===== config.mk =====
export PLATFORM = sky130hd
export DESIGN_NAME = tlv8_fragment_reassembling_parser
export DESIGN_NICKNAME = d
export VERILOG_FILES = /design/src/rtl/core/tlv8p_pkg.sv /design/src/rtl/core/tlv8p_core.sv /design/src/rtl/core/tlv8p_obuf.sv /design/src/rtl/core/tlv8_fragment_reassembling_parser.sv
export SDC_FILE = /design/constraint.sdc
export NUM_CORES = 1
export LEC_CHECK = 0
export BUFFER_PORTS_ARGS = -buffer_cell sky130_fd_sc_hd__buf_2
export CORE_ASPECT_RATIO = 1.2
export CORE_UTILIZATION = 30
export CTS_CLUSTER_DIAMETER = 80
export CTS_CLUSTER_SIZE = 25
export DETAILED_ROUTE_END_ITERATION = 10
export PLACE_DENSITY = 0.56
export SETUP_SLACK_MARGIN = 0.05
export SYNTH_ARGS = -nofsm -noshare
export SYNTH_HDL_FRONTEND = slang
export SYNTH_HIERARCHICAL = 1
export SYNTH_SLANG_ARGS = --single-unit

===== constraint.sdc =====
create_clock -name aclk -period 20.2 [get_ports aclk]
set_input_delay 0 -clock aclk [delete_from_list [all_inputs] [get_ports aclk]]
set_output_delay 0 -clock aclk [all_outputs]
set_load 0.005 [all_outputs]

===== src/rtl/core/tlv8p_pkg.sv =====
// Shared types, result codes and helpers for the TLV8 reassembling parser.
// No dependencies; imported by every module of the block.
package tlv8p_pkg;

    localparam int LENGTH_BITS_DEF = 16;  // default merged length counter width
    localparam int MAX_RES         = 3;   // results one byte can cause
    localparam int OUT_W           = 16;  // width of offset and length fields
    localparam int S_TDATA_W       = 8;
    localparam int M_TDATA_W       = 56;  // 49 payload bits padded to bytes

    // result kinds
    localparam logic [1:0] KIND_VALUE = 2'd0;
    localparam logic [1:0] KIND_END   = 2'd1;
    localparam logic [1:0] KIND_ERR   = 2'd2;

    typedef struct packed {
        logic [1:0]       kind;
        logic [7:0]       item_type;
        logic [7:0]       value_byte;
        logic [OUT_W-1:0] byte_offset;
        logic [OUT_W-1:0] item_length;
        logic             length_saturated;
        logic             last_of_run;
    } result_t;

    // all results caused by one input byte
    typedef struct packed {
        logic [1:0]             cnt;
        result_t [MAX_RES-1:0]  res;
    } bundle_t;

    function automatic result_t mk_res(input logic [1:0] kind, input logic [7:0] typ,
                                       input logic [7:0] val, input logic [OUT_W-1:0] off,
                                       input logic [OUT_W-1:0] len, input logic sat);
        result_t r;
        r.kind             = kind;
        r.item_type        = typ;
        r.value_byte       = val;
        r.byte_offset      = off;
        r.item_length      = len;
        r.length_saturated = sat;
        r.last_of_run      = 1'b0;
        return r;
    endfunction

endpackage


===== src/rtl/core/tlv8p_core.sv =====
// Parse state registers and per-byte next-state / result logic.
// Depends on tlv8p_pkg.
module tlv8p_core import tlv8p_pkg::*; #(
    parameter int LENGTH_BITS = LENGTH_BITS_DEF
) (
    input  logic       aclk,
    input  logic       aresetn,
    input  logic       fire,        // commit the byte below
    input  logic [7:0] byte_in,
    input  logic       eob_in,
    output bundle_t    bundle       // results of byte_in against current state
);

    localparam int LEN_W = (LENGTH_BITS < OUT_W) ? LENGTH_BITS : OUT_W;

    localparam logic [1:0] PH_TYPE  = 2'd0;
    localparam logic [1:0] PH_LEN   = 2'd1;
    localparam logic [1:0] PH_VALUE = 2'd2;

    logic [1:0]       phase_reg,      phase_next;
    logic [7:0]       cur_type_reg,   cur_type_next;
    logic [7:0]       chunk_rem_reg,  chunk_rem_next;
    logic             chunk_full_reg, chunk_full_next;
    logic             item_open_reg,  item_open_next;
    logic [LEN_W-1:0] merged_len_reg, merged_len_next;
    logic             sat_reg,        sat_next;

    always_comb begin
        result_t [MAX_RES-1:0] res;
        logic [1:0]  n;
        logic        close;
        logic        go_reset;
        logic [7:0]  rem_dec;
        res             = '0;
        n               = 2'd0;
        close           = 1'b0;
        go_reset        = 1'b0;
        rem_dec         = chunk_rem_reg - 8'd1;
        phase_next      = phase_reg;
        cur_type_next   = cur_type_reg;
        chunk_rem_next  = chunk_rem_reg;
        chunk_full_next = chunk_full_reg;
        item_open_next  = item_open_reg;
        merged_len_next = merged_len_reg;
        sat_next        = sat_reg;

        case (phase_reg)
            PH_TYPE: begin
                // a record of another type closes the open item
                close = item_open_reg && (byte_in != cur_type_reg);
                if (close) begin
                    res[n] = mk_res(KIND_END, cur_type_reg, 8'd0, '0,
                                    OUT_W'(merged_len_reg), sat_reg);
                    n = n + 2'd1;
                end
                if (eob_in) begin
                    if (item_open_reg && !close) begin
                        res[n] = mk_res(KIND_END, cur_type_reg, 8'd0, '0,
                                        OUT_W'(merged_len_reg), sat_reg);
                        n = n + 2'd1;
                    end
                    res[n] = mk_res(KIND_ERR, byte_in, 8'd0, '0, '0, 1'b0);
                    n = n + 2'd1;
                    go_reset = 1'b1;
                end else begin
                    if (!item_open_reg || close) begin
                        merged_len_next = '0;
                        sat_next        = 1'b0;
                    end
                    item_open_next = item_open_reg && !close;
                    cur_type_next  = byte_in;
                    phase_next     = PH_LEN;
                end
            end
            PH_LEN: begin
                if (byte_in == 8'd0) begin
                    // empty chunk: its own zero-length item
                    if (item_open_reg) begin
                        res[n] = mk_res(KIND_END, cur_type_reg, 8'd0, '0,
                                        OUT_W'(merged_len_reg), sat_reg);
                        n = n + 2'd1;
                    end
                    res[n] = mk_res(KIND_END, cur_type_reg, 8'd0, '0, '0, 1'b0);
                    n = n + 2'd1;
                    item_open_next  = 1'b0;
                    merged_len_next = '0;
                    sat_next        = 1'b0;
                    phase_next      = PH_TYPE;
                end else if (eob_in) begin
                    if (item_open_reg) begin
                        res[n] = mk_res(KIND_END, cur_type_reg, 8'd0, '0,
                                        OUT_W'(merged_len_reg), sat_reg);
                        n = n + 2'd1;
                    end
                    res[n] = mk_res(KIND_ERR, cur_type_reg, 8'd0, '0, '0, 1'b0);
                    n = n + 2'd1;
                    go_reset = 1'b1;
                end else begin
                    chunk_rem_next  = byte_in;
                    chunk_full_next = (byte_in == 8'hFF);
                    item_open_next  = 1'b1;
                    phase_next      = PH_VALUE;
                end
            end
            PH_VALUE: begin
                // counter holds at its limit and flags
                if (merged_len_reg == {LEN_W{1'b1}}) begin
                    sat_next = 1'b1;
                end else begin
                    merged_len_next = merged_len_reg + LEN_W'(1);
                end
                res[n] = mk_res(KIND_VALUE, cur_type_reg, byte_in,
                                OUT_W'(merged_len_reg), '0, sat_next);
                n = n + 2'd1;
                item_open_next = 1'b1;
                chunk_rem_next = rem_dec;
                if (rem_dec == 8'd0) begin
                    phase_next = PH_TYPE;
                    if (!chunk_full_reg || eob_in) begin
                        res[n] = mk_res(KIND_END, cur_type_reg, 8'd0, '0,
                                        OUT_W'(merged_len_next), sat_next);
                        n = n + 2'd1;
                        item_open_next = 1'b0;
                    end
                end else if (eob_in) begin
                    res[n] = mk_res(KIND_END, cur_type_reg, 8'd0, '0,
                                    OUT_W'(merged_len_next), sat_next);
                    n = n + 2'd1;
                    res[n] = mk_res(KIND_ERR, cur_type_reg, 8'd0, '0, '0, 1'b0);
                    n = n + 2'd1;
                    go_reset = 1'b1;
                end
            end
            default: begin
                go_reset = 1'b1;
            end
        endcase

        if (go_reset) begin
            phase_next      = PH_TYPE;
            cur_type_next   = 8'd0;
            chunk_rem_next  = 8'd0;
            chunk_full_next = 1'b0;
            item_open_next  = 1'b0;
            merged_len_next = '0;
            sat_next        = 1'b0;
        end

        if (n != 2'd0) begin
            res[n - 2'd1].last_of_run = 1'b1;
        end
        bundle.cnt = n;
        bundle.res = res;
    end

    always_ff @(posedge aclk) begin
        if (!aresetn) begin
            phase_reg      <= PH_TYPE;
            cur_type_reg   <= 8'd0;
            chunk_rem_reg  <= 8'd0;
            chunk_full_reg <= 1'b0;
            item_open_reg  <= 1'b0;
            merged_len_reg <= '0;
            sat_reg        <= 1'b0;
        end else if (fire) begin
            phase_reg      <= phase_next;
            cur_type_reg   <= cur_type_next;
            chunk_rem_reg  <= chunk_rem_next;
            chunk_full_reg <= chunk_full_next;
            item_open_reg  <= item_open_next;
            merged_len_reg <= merged_len_next;
            sat_reg        <= sat_next;
        end
    end

    // inside a chunk's value bytes an item is always open
    a_open_in_value: assert property (@(posedge aclk) disable iff (!aresetn)
        phase_reg == PH_VALUE |-> item_open_reg)
        else $error("value phase without an open item");

endmodule


===== src/rtl/core/tlv8p_obuf.sv =====
// Result buffer: holds the results of one byte and presents one per cycle while out_ready is high.
// Depends on tlv8p_pkg.
module tlv8p_obuf import tlv8p_pkg::*; (
    input  logic    aclk,
    input  logic    aresetn,
    input  logic    load,       // take bundle_in (only when free)
    input  bundle_t bundle_in,
    input  logic    out_ready,
    output logic    out_valid,
    output result_t out_res,
    output logic    free        // a new bundle may load this cycle
);

    result_t [MAX_RES-1:0] res_reg;
    logic [1:0]            rem_reg, rem_next;
    logic [1:0]            ptr_reg, ptr_next;
    logic                  pop;

    assign out_valid = (rem_reg != 2'd0);
    assign out_res   = res_reg[ptr_reg];
    assign pop       = out_valid && out_ready;
    assign free      = (rem_reg == 2'd0) || ((rem_reg == 2'd1) && pop);

    always_comb begin
        rem_next = rem_reg;
        ptr_next = ptr_reg;
        if (load) begin
            rem_next = bundle_in.cnt;
            ptr_next = 2'd0;
        end else if (pop) begin
            rem_next = rem_reg - 2'd1;
            ptr_next = ptr_reg + 2'd1;
        end
    end

    always_ff @(posedge aclk) begin
        if (load) begin
            res_reg <= bundle_in.res;
        end
    end

    always_ff @(posedge aclk) begin
        if (!aresetn) begin
            rem_reg <= 2'd0;
            ptr_reg <= 2'd0;
        end else begin
            rem_reg <= rem_next;
            ptr_reg <= ptr_next;
        end
    end

    // loading never drops a result still waiting
    a_no_overwrite: assert property (@(posedge aclk) disable iff (!aresetn)
        load |-> (rem_reg == 2'd0) || ((rem_reg == 2'd1) && pop))
        else $error("result buffer overwritten");

endmodule


===== src/rtl/core/tlv8_fragment_reassembling_parser.sv =====
// Top level of the TLV8 parser with fragment reassembly.
// Depends on tlv8p_pkg, tlv8p_core and tlv8p_obuf.
//
//  channel | dir | handshake          | content
//  --------+-----+--------------------+-------------------------------------------
//  s_      | in  | s_tvalid/s_tready  | tdata: data_byte; tlast: end_of_buffer
//  m_      | out | m_tvalid/m_tready  | tdata: type,value,offset,length,saturated;
//          |     |                    | tuser: kind; tlast: last_of_run
//
// One input word per cycle while every byte causes at most one result and m_tready
// is high; after a byte causing two or three results, the input register holds
// while the result buffer drains one word per cycle.
// A byte's first result passes the input register, then the result buffer.
// Reset (aresetn low, synchronous) empties both and returns the parse state to
// "expect type byte". A stall on m_tready holds the result buffer and, once it
// is full, backs up into s_tready.
module tlv8_fragment_reassembling_parser import tlv8p_pkg::*; #(
    parameter int LENGTH_BITS = LENGTH_BITS_DEF
) (
    input  logic                 aclk,
    input  logic                 aresetn,
    input  logic                 s_tvalid,
    output logic                 s_tready,
    input  logic [S_TDATA_W-1:0] s_tdata,   // [7:0] data_byte
    input  logic                 s_tlast,   // end_of_buffer
    output logic                 m_tvalid,
    input  logic                 m_tready,
    output logic [M_TDATA_W-1:0] m_tdata,   // [7:0] item_type, [15:8] value_byte,
                                            // [31:16] byte_offset, [47:32] item_length,
                                            // [48] length_saturated, [55:49] zero
    output logic [1:0]           m_tuser,   // [1:0] kind
    output logic                 m_tlast    // last_of_run
);

    localparam int LEN_W = (LENGTH_BITS < OUT_W) ? LENGTH_BITS : OUT_W;

    // input register
    logic       in_valid_reg, in_valid_next;
    logic [7:0] in_byte_reg;
    logic       in_eob_reg;

    logic       s_accept;
    logic       advance;    // byte in the input register is committed this cycle
    bundle_t    bundle;
    logic       obuf_free;
    result_t    out_res;

    // a byte commits when its results fit; bytes without results always commit
    assign advance  = in_valid_reg && ((bundle.cnt == 2'd0) || obuf_free);
    assign s_tready = !in_valid_reg || advance;
    assign s_accept = s_tvalid && s_tready;

    always_comb begin
        in_valid_next = in_valid_reg;
        if (s_accept) begin
            in_valid_next = 1'b1;
        end else if (advance) begin
            in_valid_next = 1'b0;
        end
    end

    always_ff @(posedge aclk) begin
        if (!aresetn) begin
            in_valid_reg <= 1'b0;
        end else begin
            in_valid_reg <= in_valid_next;
        end
    end

    always_ff @(posedge aclk) begin
        if (s_accept) begin
            in_byte_reg <= s_tdata[7:0];
            in_eob_reg  <= s_tlast;
        end
    end

    tlv8p_core #(
        .LENGTH_BITS(LENGTH_BITS)
    ) u_core (
        .aclk    (aclk),
        .aresetn (aresetn),
        .fire    (advance),
        .byte_in (in_byte_reg),
        .eob_in  (in_eob_reg),
        .bundle  (bundle)
    );

    tlv8p_obuf u_obuf (
        .aclk      (aclk),
        .aresetn   (aresetn),
        .load      (advance && (bundle.cnt != 2'd0)),
        .bundle_in (bundle),
        .out_ready (m_tready),
        .out_valid (m_tvalid),
        .out_res   (out_res),
        .free      (obuf_free)
    );

    assign m_tdata = {7'd0, out_res.length_saturated, out_res.item_length,
                      out_res.byte_offset, out_res.value_byte, out_res.item_type};
    assign m_tuser = out_res.kind;
    assign m_tlast = out_res.last_of_run;

    // a waiting byte stays put until it commits
    a_in_hold: assert property (@(posedge aclk) disable iff (!aresetn)
        in_valid_reg && !advance |=> in_valid_reg && $stable(in_byte_reg)
                                      && $stable(in_eob_reg))
        else $error("input register changed while waiting");

    // a truncation error always closes the run of its byte
    a_err_last: assert property (@(posedge aclk) disable iff (!aresetn)
        m_tvalid && (m_tuser == KIND_ERR) |-> m_tlast)
        else $error("error result not last of run");

    // a saturated value byte sits at the counter limit
    a_sat_offset: assert property (@(posedge aclk) disable iff (!aresetn)
        m_tvalid && (m_tuser == KIND_VALUE) && m_tdata[48]
            |-> m_tdata[31:16] == OUT_W'({LEN_W{1'b1}}))
        else $error("saturated byte below length limit");

endmodule


=== Yosys cells after proc, flatten, opt, wreduce, memory -nomap -nowiden ===
Cells that the tools add are included.

* Register bits after elaboration: 207
* Output and inout bits: 61
* Word-level logic and storage cells: 208

* Add/subtract/negate cells: 9
* $lt $le $gt $ge: 11
* Eq/ne operators: 15
* Multiplexer cells: 98
* Bitwise gates (word level): 1
* Reduce and logical (&&, ||, !) cells: 41

{| class="wikitable"
|+ Operators by type and width
! cell !! number
|-
| 156-bit two-way mux || 7
|-
| 156-bit bitwise mux || 5
|-
| 52-bit two-way mux || 13
|-
| 52-bit demux with 2-bit select || 5
|-
| 156-bit case mux with 3 select lines || 1
|-
| 51-bit two-way mux || 3
|-
| 52-bit binary-select mux with 2-bit select || 1
|-
| 104-bit two-way mux || 1
|-
| 16-bit two-way mux || 5
|-
| 16-bit case mux with 3 select lines || 1
|-
| 2-bit two-way mux || 22
|-
| 8-bit two-way mux || 5
|-
| 1-bit two-way mux || 23
|-
| 2-bit by 3-bit < comparator with 1-bit output, second input constant || 6
|-
| 16-bit by 1-bit adder with 16-bit output, second input constant || 1
|-
| 16-bit == test, second input constant || 1
|-
| 8-bit zero test || 2
|-
| 8-bit case mux with 2 select lines || 1
|-
| 1-bit logical AND || 12
|-
| 2-bit case mux with 3 select lines || 2
|-
| 4-bit AND reduction || 3
|-
| 2-bit nonzero test || 6
|-
| 2-bit by 1-bit adder with 2-bit output, second input constant || 5
|-
| 2-bit by 1-bit greater-or-equal comparator with 1-bit output, second input constant || 5
|-
| other kinds (22) || 39
|}

=== Depth between registers and ports, before layout ===
* Depth after elaboration: 18
* Gate-level depth with buffers: 16

=== Modules after synthesis ===
Netlist, hierarchy kept.

{| class="wikitable"
|+ By module, submodules not included
! module !! times used !! cells an instance !! area each (sq um) !! seq. area each (sq um)
|-
| tlv8p_obuf || 1 || 357 || 6074.6 || 4764.6
|-
| tlv8p_core || 1 || 542 || 3971.3 || 740.7
|-
| tlv8_fragment_reassembling_parser || 1 || 27 || 397.9 || 290.3
|}

=== Least setup slack after synthesis ===
No wires, ideal clock.

* Kind: register to register
* Start point: register u_core.chunk_rem_reg[0]
* End point: register u_obuf.rem_reg[0]
* Library setup time: 0.139 ns
* Arrival time: 9.741 ns
* Data required time: 20.061 ns
* Slack: 10.321 ns
* Cell stages (with the launch flop): 13
* Path buffers: 0
* Period minus slack after synthesis: 9.879 ns
* Cell sequence: dfxtp_1 -> ha_1 -> or3b_1 -> or4_1 -> nor2_1 -> a21oi_1 -> a2bb2oi_1 -> nor2_1 -> o21ai_2 -> nor2_1 -> inv_1 -> o21ai_0 -> a21oi_1

{| class="wikitable"
|+ RTL lines
! what !! line !! RTL
|-
| start: declaration || tlv8p_core.sv:22 || <nowiki>logic [7:0] chunk_rem_reg, chunk_rem_next;</nowiki>
|-
| start signal: assignment || tlv8p_core.sv:168 || <nowiki>chunk_rem_reg <= chunk_rem_next;</nowiki>
|-
| end signal: assignment || tlv8p_obuf.sv:47 || <nowiki>rem_reg <= rem_next;</nowiki>
|-
| end: declaration || tlv8p_obuf.sv:15 || <nowiki>logic [1:0] rem_reg, rem_next;</nowiki>
|}

==> results.json <==
{
  "detail_route.drc_violations": 0,
  "grt_first_pass_wirelength_mm": 35.7,
  "io_buffer_count": 66,
  "drive_above_1_share_pct": 11.7,
  "bufs_on_longest_clock_path": 3,
  "yosys_warnings": 6,
  "via_count": 6708,
  "routabilityCongestion": 0.835,
  "pin_count_of_the_biggest_net_entering_global_routing": 93,
  "timing.final.hold_violations": 0,
  "finalWorstPathRequiredPeriod_ps": 4760,
  "post_layout_instance_area_um2": 11300,
  "worst_skew_pair.late_latency_ps": 490,
  "io_pins": 74,
  "cts.clk_slew.worst_paths_ps": 100,
  "synth_top_family_by_area": "simple AND/OR/NAND/NOR gates",
  "postCtsHoldBufs": 11,
  "antenna_found_initial": 0,
  "layout.nets": 993,
  "die_h_um": 206,
  "synth_fa_ha_area_share_pct": 1.08,
  "detailedRoute.firstIterationViolations": 432,
  "critPathLaunchType": "flip-flop",
  "largest_register_ffs": 156,
  "place_area_um2": 10800,
  "slew_violations": 0,
  "place_hpwl_mm": 15.5,
  "yosysUniqueCellTypes": 75,
  "totalWireLength_mm": 22.7,
  "cts_repair_resize_count": 0,
  "all_layer_gr_usage_pct": 12.7,
  "min_path_type": "input pin to flip-flop",
  "synth_async_sr_flop_share_pct": 0,
  "pwr_dens_nw_per_um2": 78.2,
  "timing.critical_path.fanout_max": 92,
  "outcome": "completed",
  "avgSynthCellArea_um2": 11.3,
  "final-setup-viol-count": 0,
  "synth.ff_latch_count": 207,
  "post_cts_buffers": 0,
  "coreArea_um2": 34200,
  "leakage_nw": 3.69,
  "dieWidth_um": 172,
  "area_growth_syn_to_layout_pct": 8.07,
  "cp-end-kind": "flip-flop",
  "post_drt_via_cell_ratio": 4.68,
  "synth_seq_area_share_pct": 55.5,
  "start_util_pct": 30.6,
  "fin_setup_tns_ps": 0,
  "yosys-mux-area-fraction_pct": 5.56,
  "max_cap_violations": 0,
  "unrepaired_setup_endpoints_after_global_routing": "no",
  "core.rowCount": 74,
  "synth_enable_flop_cells": 165,
  "clock.fmax_mhz": 210,
  "synth_xor_area_share_pct": 2.18,
  "n_fill_cell": 3440,
  "remaining_antenna_violation_count": 0,
  "synth_compound_gate_area_share_pct": 12.3,
  "number_of_diodes": 0,
  "worst-r2r-cell-count": 11,
  "maxSlewHeadroom_pct": 24.5,
  "postSynthCellCount": 926,
  "timing_worst_slew_pin_value_ps": 1130,
  "hold_depth": 2,
  "via_count_of_the_first_global_routing_pass": 6643,
  "cts_num_sinks": 207,
  "numCtsBuffers": 12,
  "worst_ir_drop_vdd_mv": 0.0375,
  "drt_pass1_iterations": 6,
  "total_die_area_um2": 35600,
  "final_min_period_over_clock_period_pct": 23.6,
  "grt-ovfl-total": 0,
  "tritoncts": "done",
  "critical_path_class": "flip-flop to flip-flop",
  "data_required_time_at_the_worst_endpoint_ps": 20320,
  "cts_max_level": 1,
  "clock_skew_ps": 34.3,
  "wire_per_inst_um": 15.8,
  "synth_simple_gate_area_share_pct": 14.0,
  "cts_root_buf": "sky130_fd_sc_hd__clkbuf_16",
  "synth-main-ff-cell": "sky130_fd_sc_hd__edfxtp_1",
  "critical_path_arrival_ps": 4880,
  "syn-cell-area_um2": 10400
}
## routing by layer
| layer | vias up | part of all wire, % | global-route usage (%) |
|---|---|---|---|
| met1 | 3231 | 44 | 16.4 |
| met5 | - | 0 | 0 |
| met3 | 30 | 3.8 | 1.28 |
| li1 | 3296 | - | - |
| met4 | 0 | 2.7 | 4.90 |
| met2 | 151 | 49 | 21.8 |
## final cells by class
cell class / instances / area, um2 / share of cell area (%)
clock buffer: 19 / 348 / 3.08
clock inverter: 1 / 20.0 / 0.177
inverter: 20 / 75.1 / 0.665
multi-input combinational: 642 / 3950 / 35.0
sequential: 207 / 5800 / 51.4
tap: 456 / 571 / 5.05
timing repair buffer: 88 / 523 / 4.63
## Yosys cell counts (6+ instances only)
master	n	area share [%]
sky130_fd_sc_hd__buf_4	73	5.2
sky130_fd_sc_hd__xor2_1	7	0.59
sky130_fd_sc_hd__nand3_1	16	0.77
sky130_fd_sc_hd__o31ai_1	6	0.43
sky130_fd_sc_hd__nand3b_1	10	0.72
sky130_fd_sc_hd__nor3_1	13	0.62
sky130_fd_sc_hd__o211ai_1	6	0.43
sky130_fd_sc_hd__nand2_1	92	3.3
sky130_fd_sc_hd__o21ai_0	9	0.43
sky130_fd_sc_hd__o21ai_1	53	2.5
sky130_fd_sc_hd__clkbuf_1	29	1.0
sky130_fd_sc_hd__buf_2	9	0.43
sky130_fd_sc_hd__a21oi_1	32	1.5
sky130_fd_sc_hd__nor4_1	7	0.42
sky130_fd_sc_hd__and2_1	48	2.9
sky130_fd_sc_hd__a22o_1	11	0.92
sky130_fd_sc_hd__a22oi_1	10	0.72
sky130_fd_sc_hd__nand4_1	8	0.48
sky130_fd_sc_hd__xnor2_1	19	1.6
sky130_fd_sc_hd__a311oi_1	9	0.75
sky130_fd_sc_hd__edfxtp_1	165	47
sky130_fd_sc_hd__inv_1	20	0.72
sky130_fd_sc_hd__mux2i_1	58	5.6
sky130_fd_sc_hd__ha_1	9	1.1
sky130_fd_sc_hd__buf_6	10	1.1
sky130_fd_sc_hd__a31oi_1	12	0.72
sky130_fd_sc_hd__dfxtp_1	42	8.1
sky130_fd_sc_hd__nor2_1	55	2.0
## layout by cell type, fill, tap and decap left out, types with 7 or more instances in the layout
master / n
sky130_fd_sc_hd__edfxtp_1: 165
sky130_fd_sc_hd__nand2_1: 92
sky130_fd_sc_hd__conb_1: 73
sky130_fd_sc_hd__buf_2: 66
sky130_fd_sc_hd__mux2i_1: 58
sky130_fd_sc_hd__nor2_1: 54
sky130_fd_sc_hd__o21ai_1: 53
sky130_fd_sc_hd__and2_1: 48
sky130_fd_sc_hd__dfxtp_1: 40
sky130_fd_sc_hd__a21oi_1: 32
sky130_fd_sc_hd__inv_1: 20
sky130_fd_sc_hd__xnor2_1: 19
sky130_fd_sc_hd__nand3_1: 16
sky130_fd_sc_hd__clkbuf_16: 13
sky130_fd_sc_hd__nor3_1: 13
sky130_fd_sc_hd__a31oi_1: 12
sky130_fd_sc_hd__dlygate4sd3_1: 11
sky130_fd_sc_hd__a22o_1: 11
sky130_fd_sc_hd__buf_4: 11
sky130_fd_sc_hd__a22oi_1: 10
sky130_fd_sc_hd__nand3b_1: 10
sky130_fd_sc_hd__o21ai_0: 9
sky130_fd_sc_hd__a311oi_1: 9
sky130_fd_sc_hd__ha_1: 9
sky130_fd_sc_hd__nand4_1: 8
sky130_fd_sc_hd__xor2_1: 7
sky130_fd_sc_hd__nor4_1: 7
## path summary, 6_finish.rpt
check | endpoint | from | slack, ps
max | u_obuf/res_reg[51] | u_core/chunk_rem_reg[0] | 15440
min | in_valid_reg | aresetn | 50
max reg2reg | u_obuf/res_reg[51] | u_core/chunk_rem_reg[0] | 15440
min reg2reg | u_core/chunk_rem_reg[7] | u_core/chunk_rem_reg[7] | 510
## kinds of logic (layout without fill, tap and decap cells)
group | after synthesis | after routing
other cells | 2 | 73
mux | 58 | 58
xor+xnor | 26 | 26
flops | 207 | 207
fa+ha+maj | 9 | 9
buf+inv | 148 | 128
compound gates | 191 | 191
simple gates | 285 | 285
## report_power, final
| part | total, W | switching (W) | internal (W) |
|---|---|---|---|
| sequential | 0.000498 | 0.0000124 | 0.000485 |
| clock | 0.000261 | 0.000139 | 0.000123 |
| combinational | 0.000123 | 0.0000752 | 0.0000480 |
## through the flow
stage / hold slack (ps) / instances / worst slack, ps / power [W] / utilization [%]
floorplan: 98.9 / 997 / 10320 / 0.000605 / -
global placement: 198 / 1402 / 15560 / 0.000630 / 31.6
detailed placement: 184 / 1402 / 15460 / 0.000631 / 31.6
CTS: 49.0 / 1433 / 15430 / 0.000895 / 33.0
global route: 77.6 / 1433 / 15120 / 0.000920 / 33.0
finish: 46.0 / 1433 / 15440 / 0.000882 / 33.0
## critical path, stage by stage, from the launching register on
cell                        delay, ps
sky130_fd_sc_hd__dfxtp_1          500
sky130_fd_sc_hd__ha_1             190
sky130_fd_sc_hd__or3b_1           370
sky130_fd_sc_hd__or4_1            480
sky130_fd_sc_hd__nor2_1           160
sky130_fd_sc_hd__a21oi_1          120
sky130_fd_sc_hd__a2bb2oi_1        240
sky130_fd_sc_hd__nor2_1           230
sky130_fd_sc_hd__o21ai_2          130
sky130_fd_sc_hd__nor2_4           240
sky130_fd_sc_hd__buf_4            870
sky130_fd_sc_hd__buf_4            740
(Power assumes the default switching activity.)
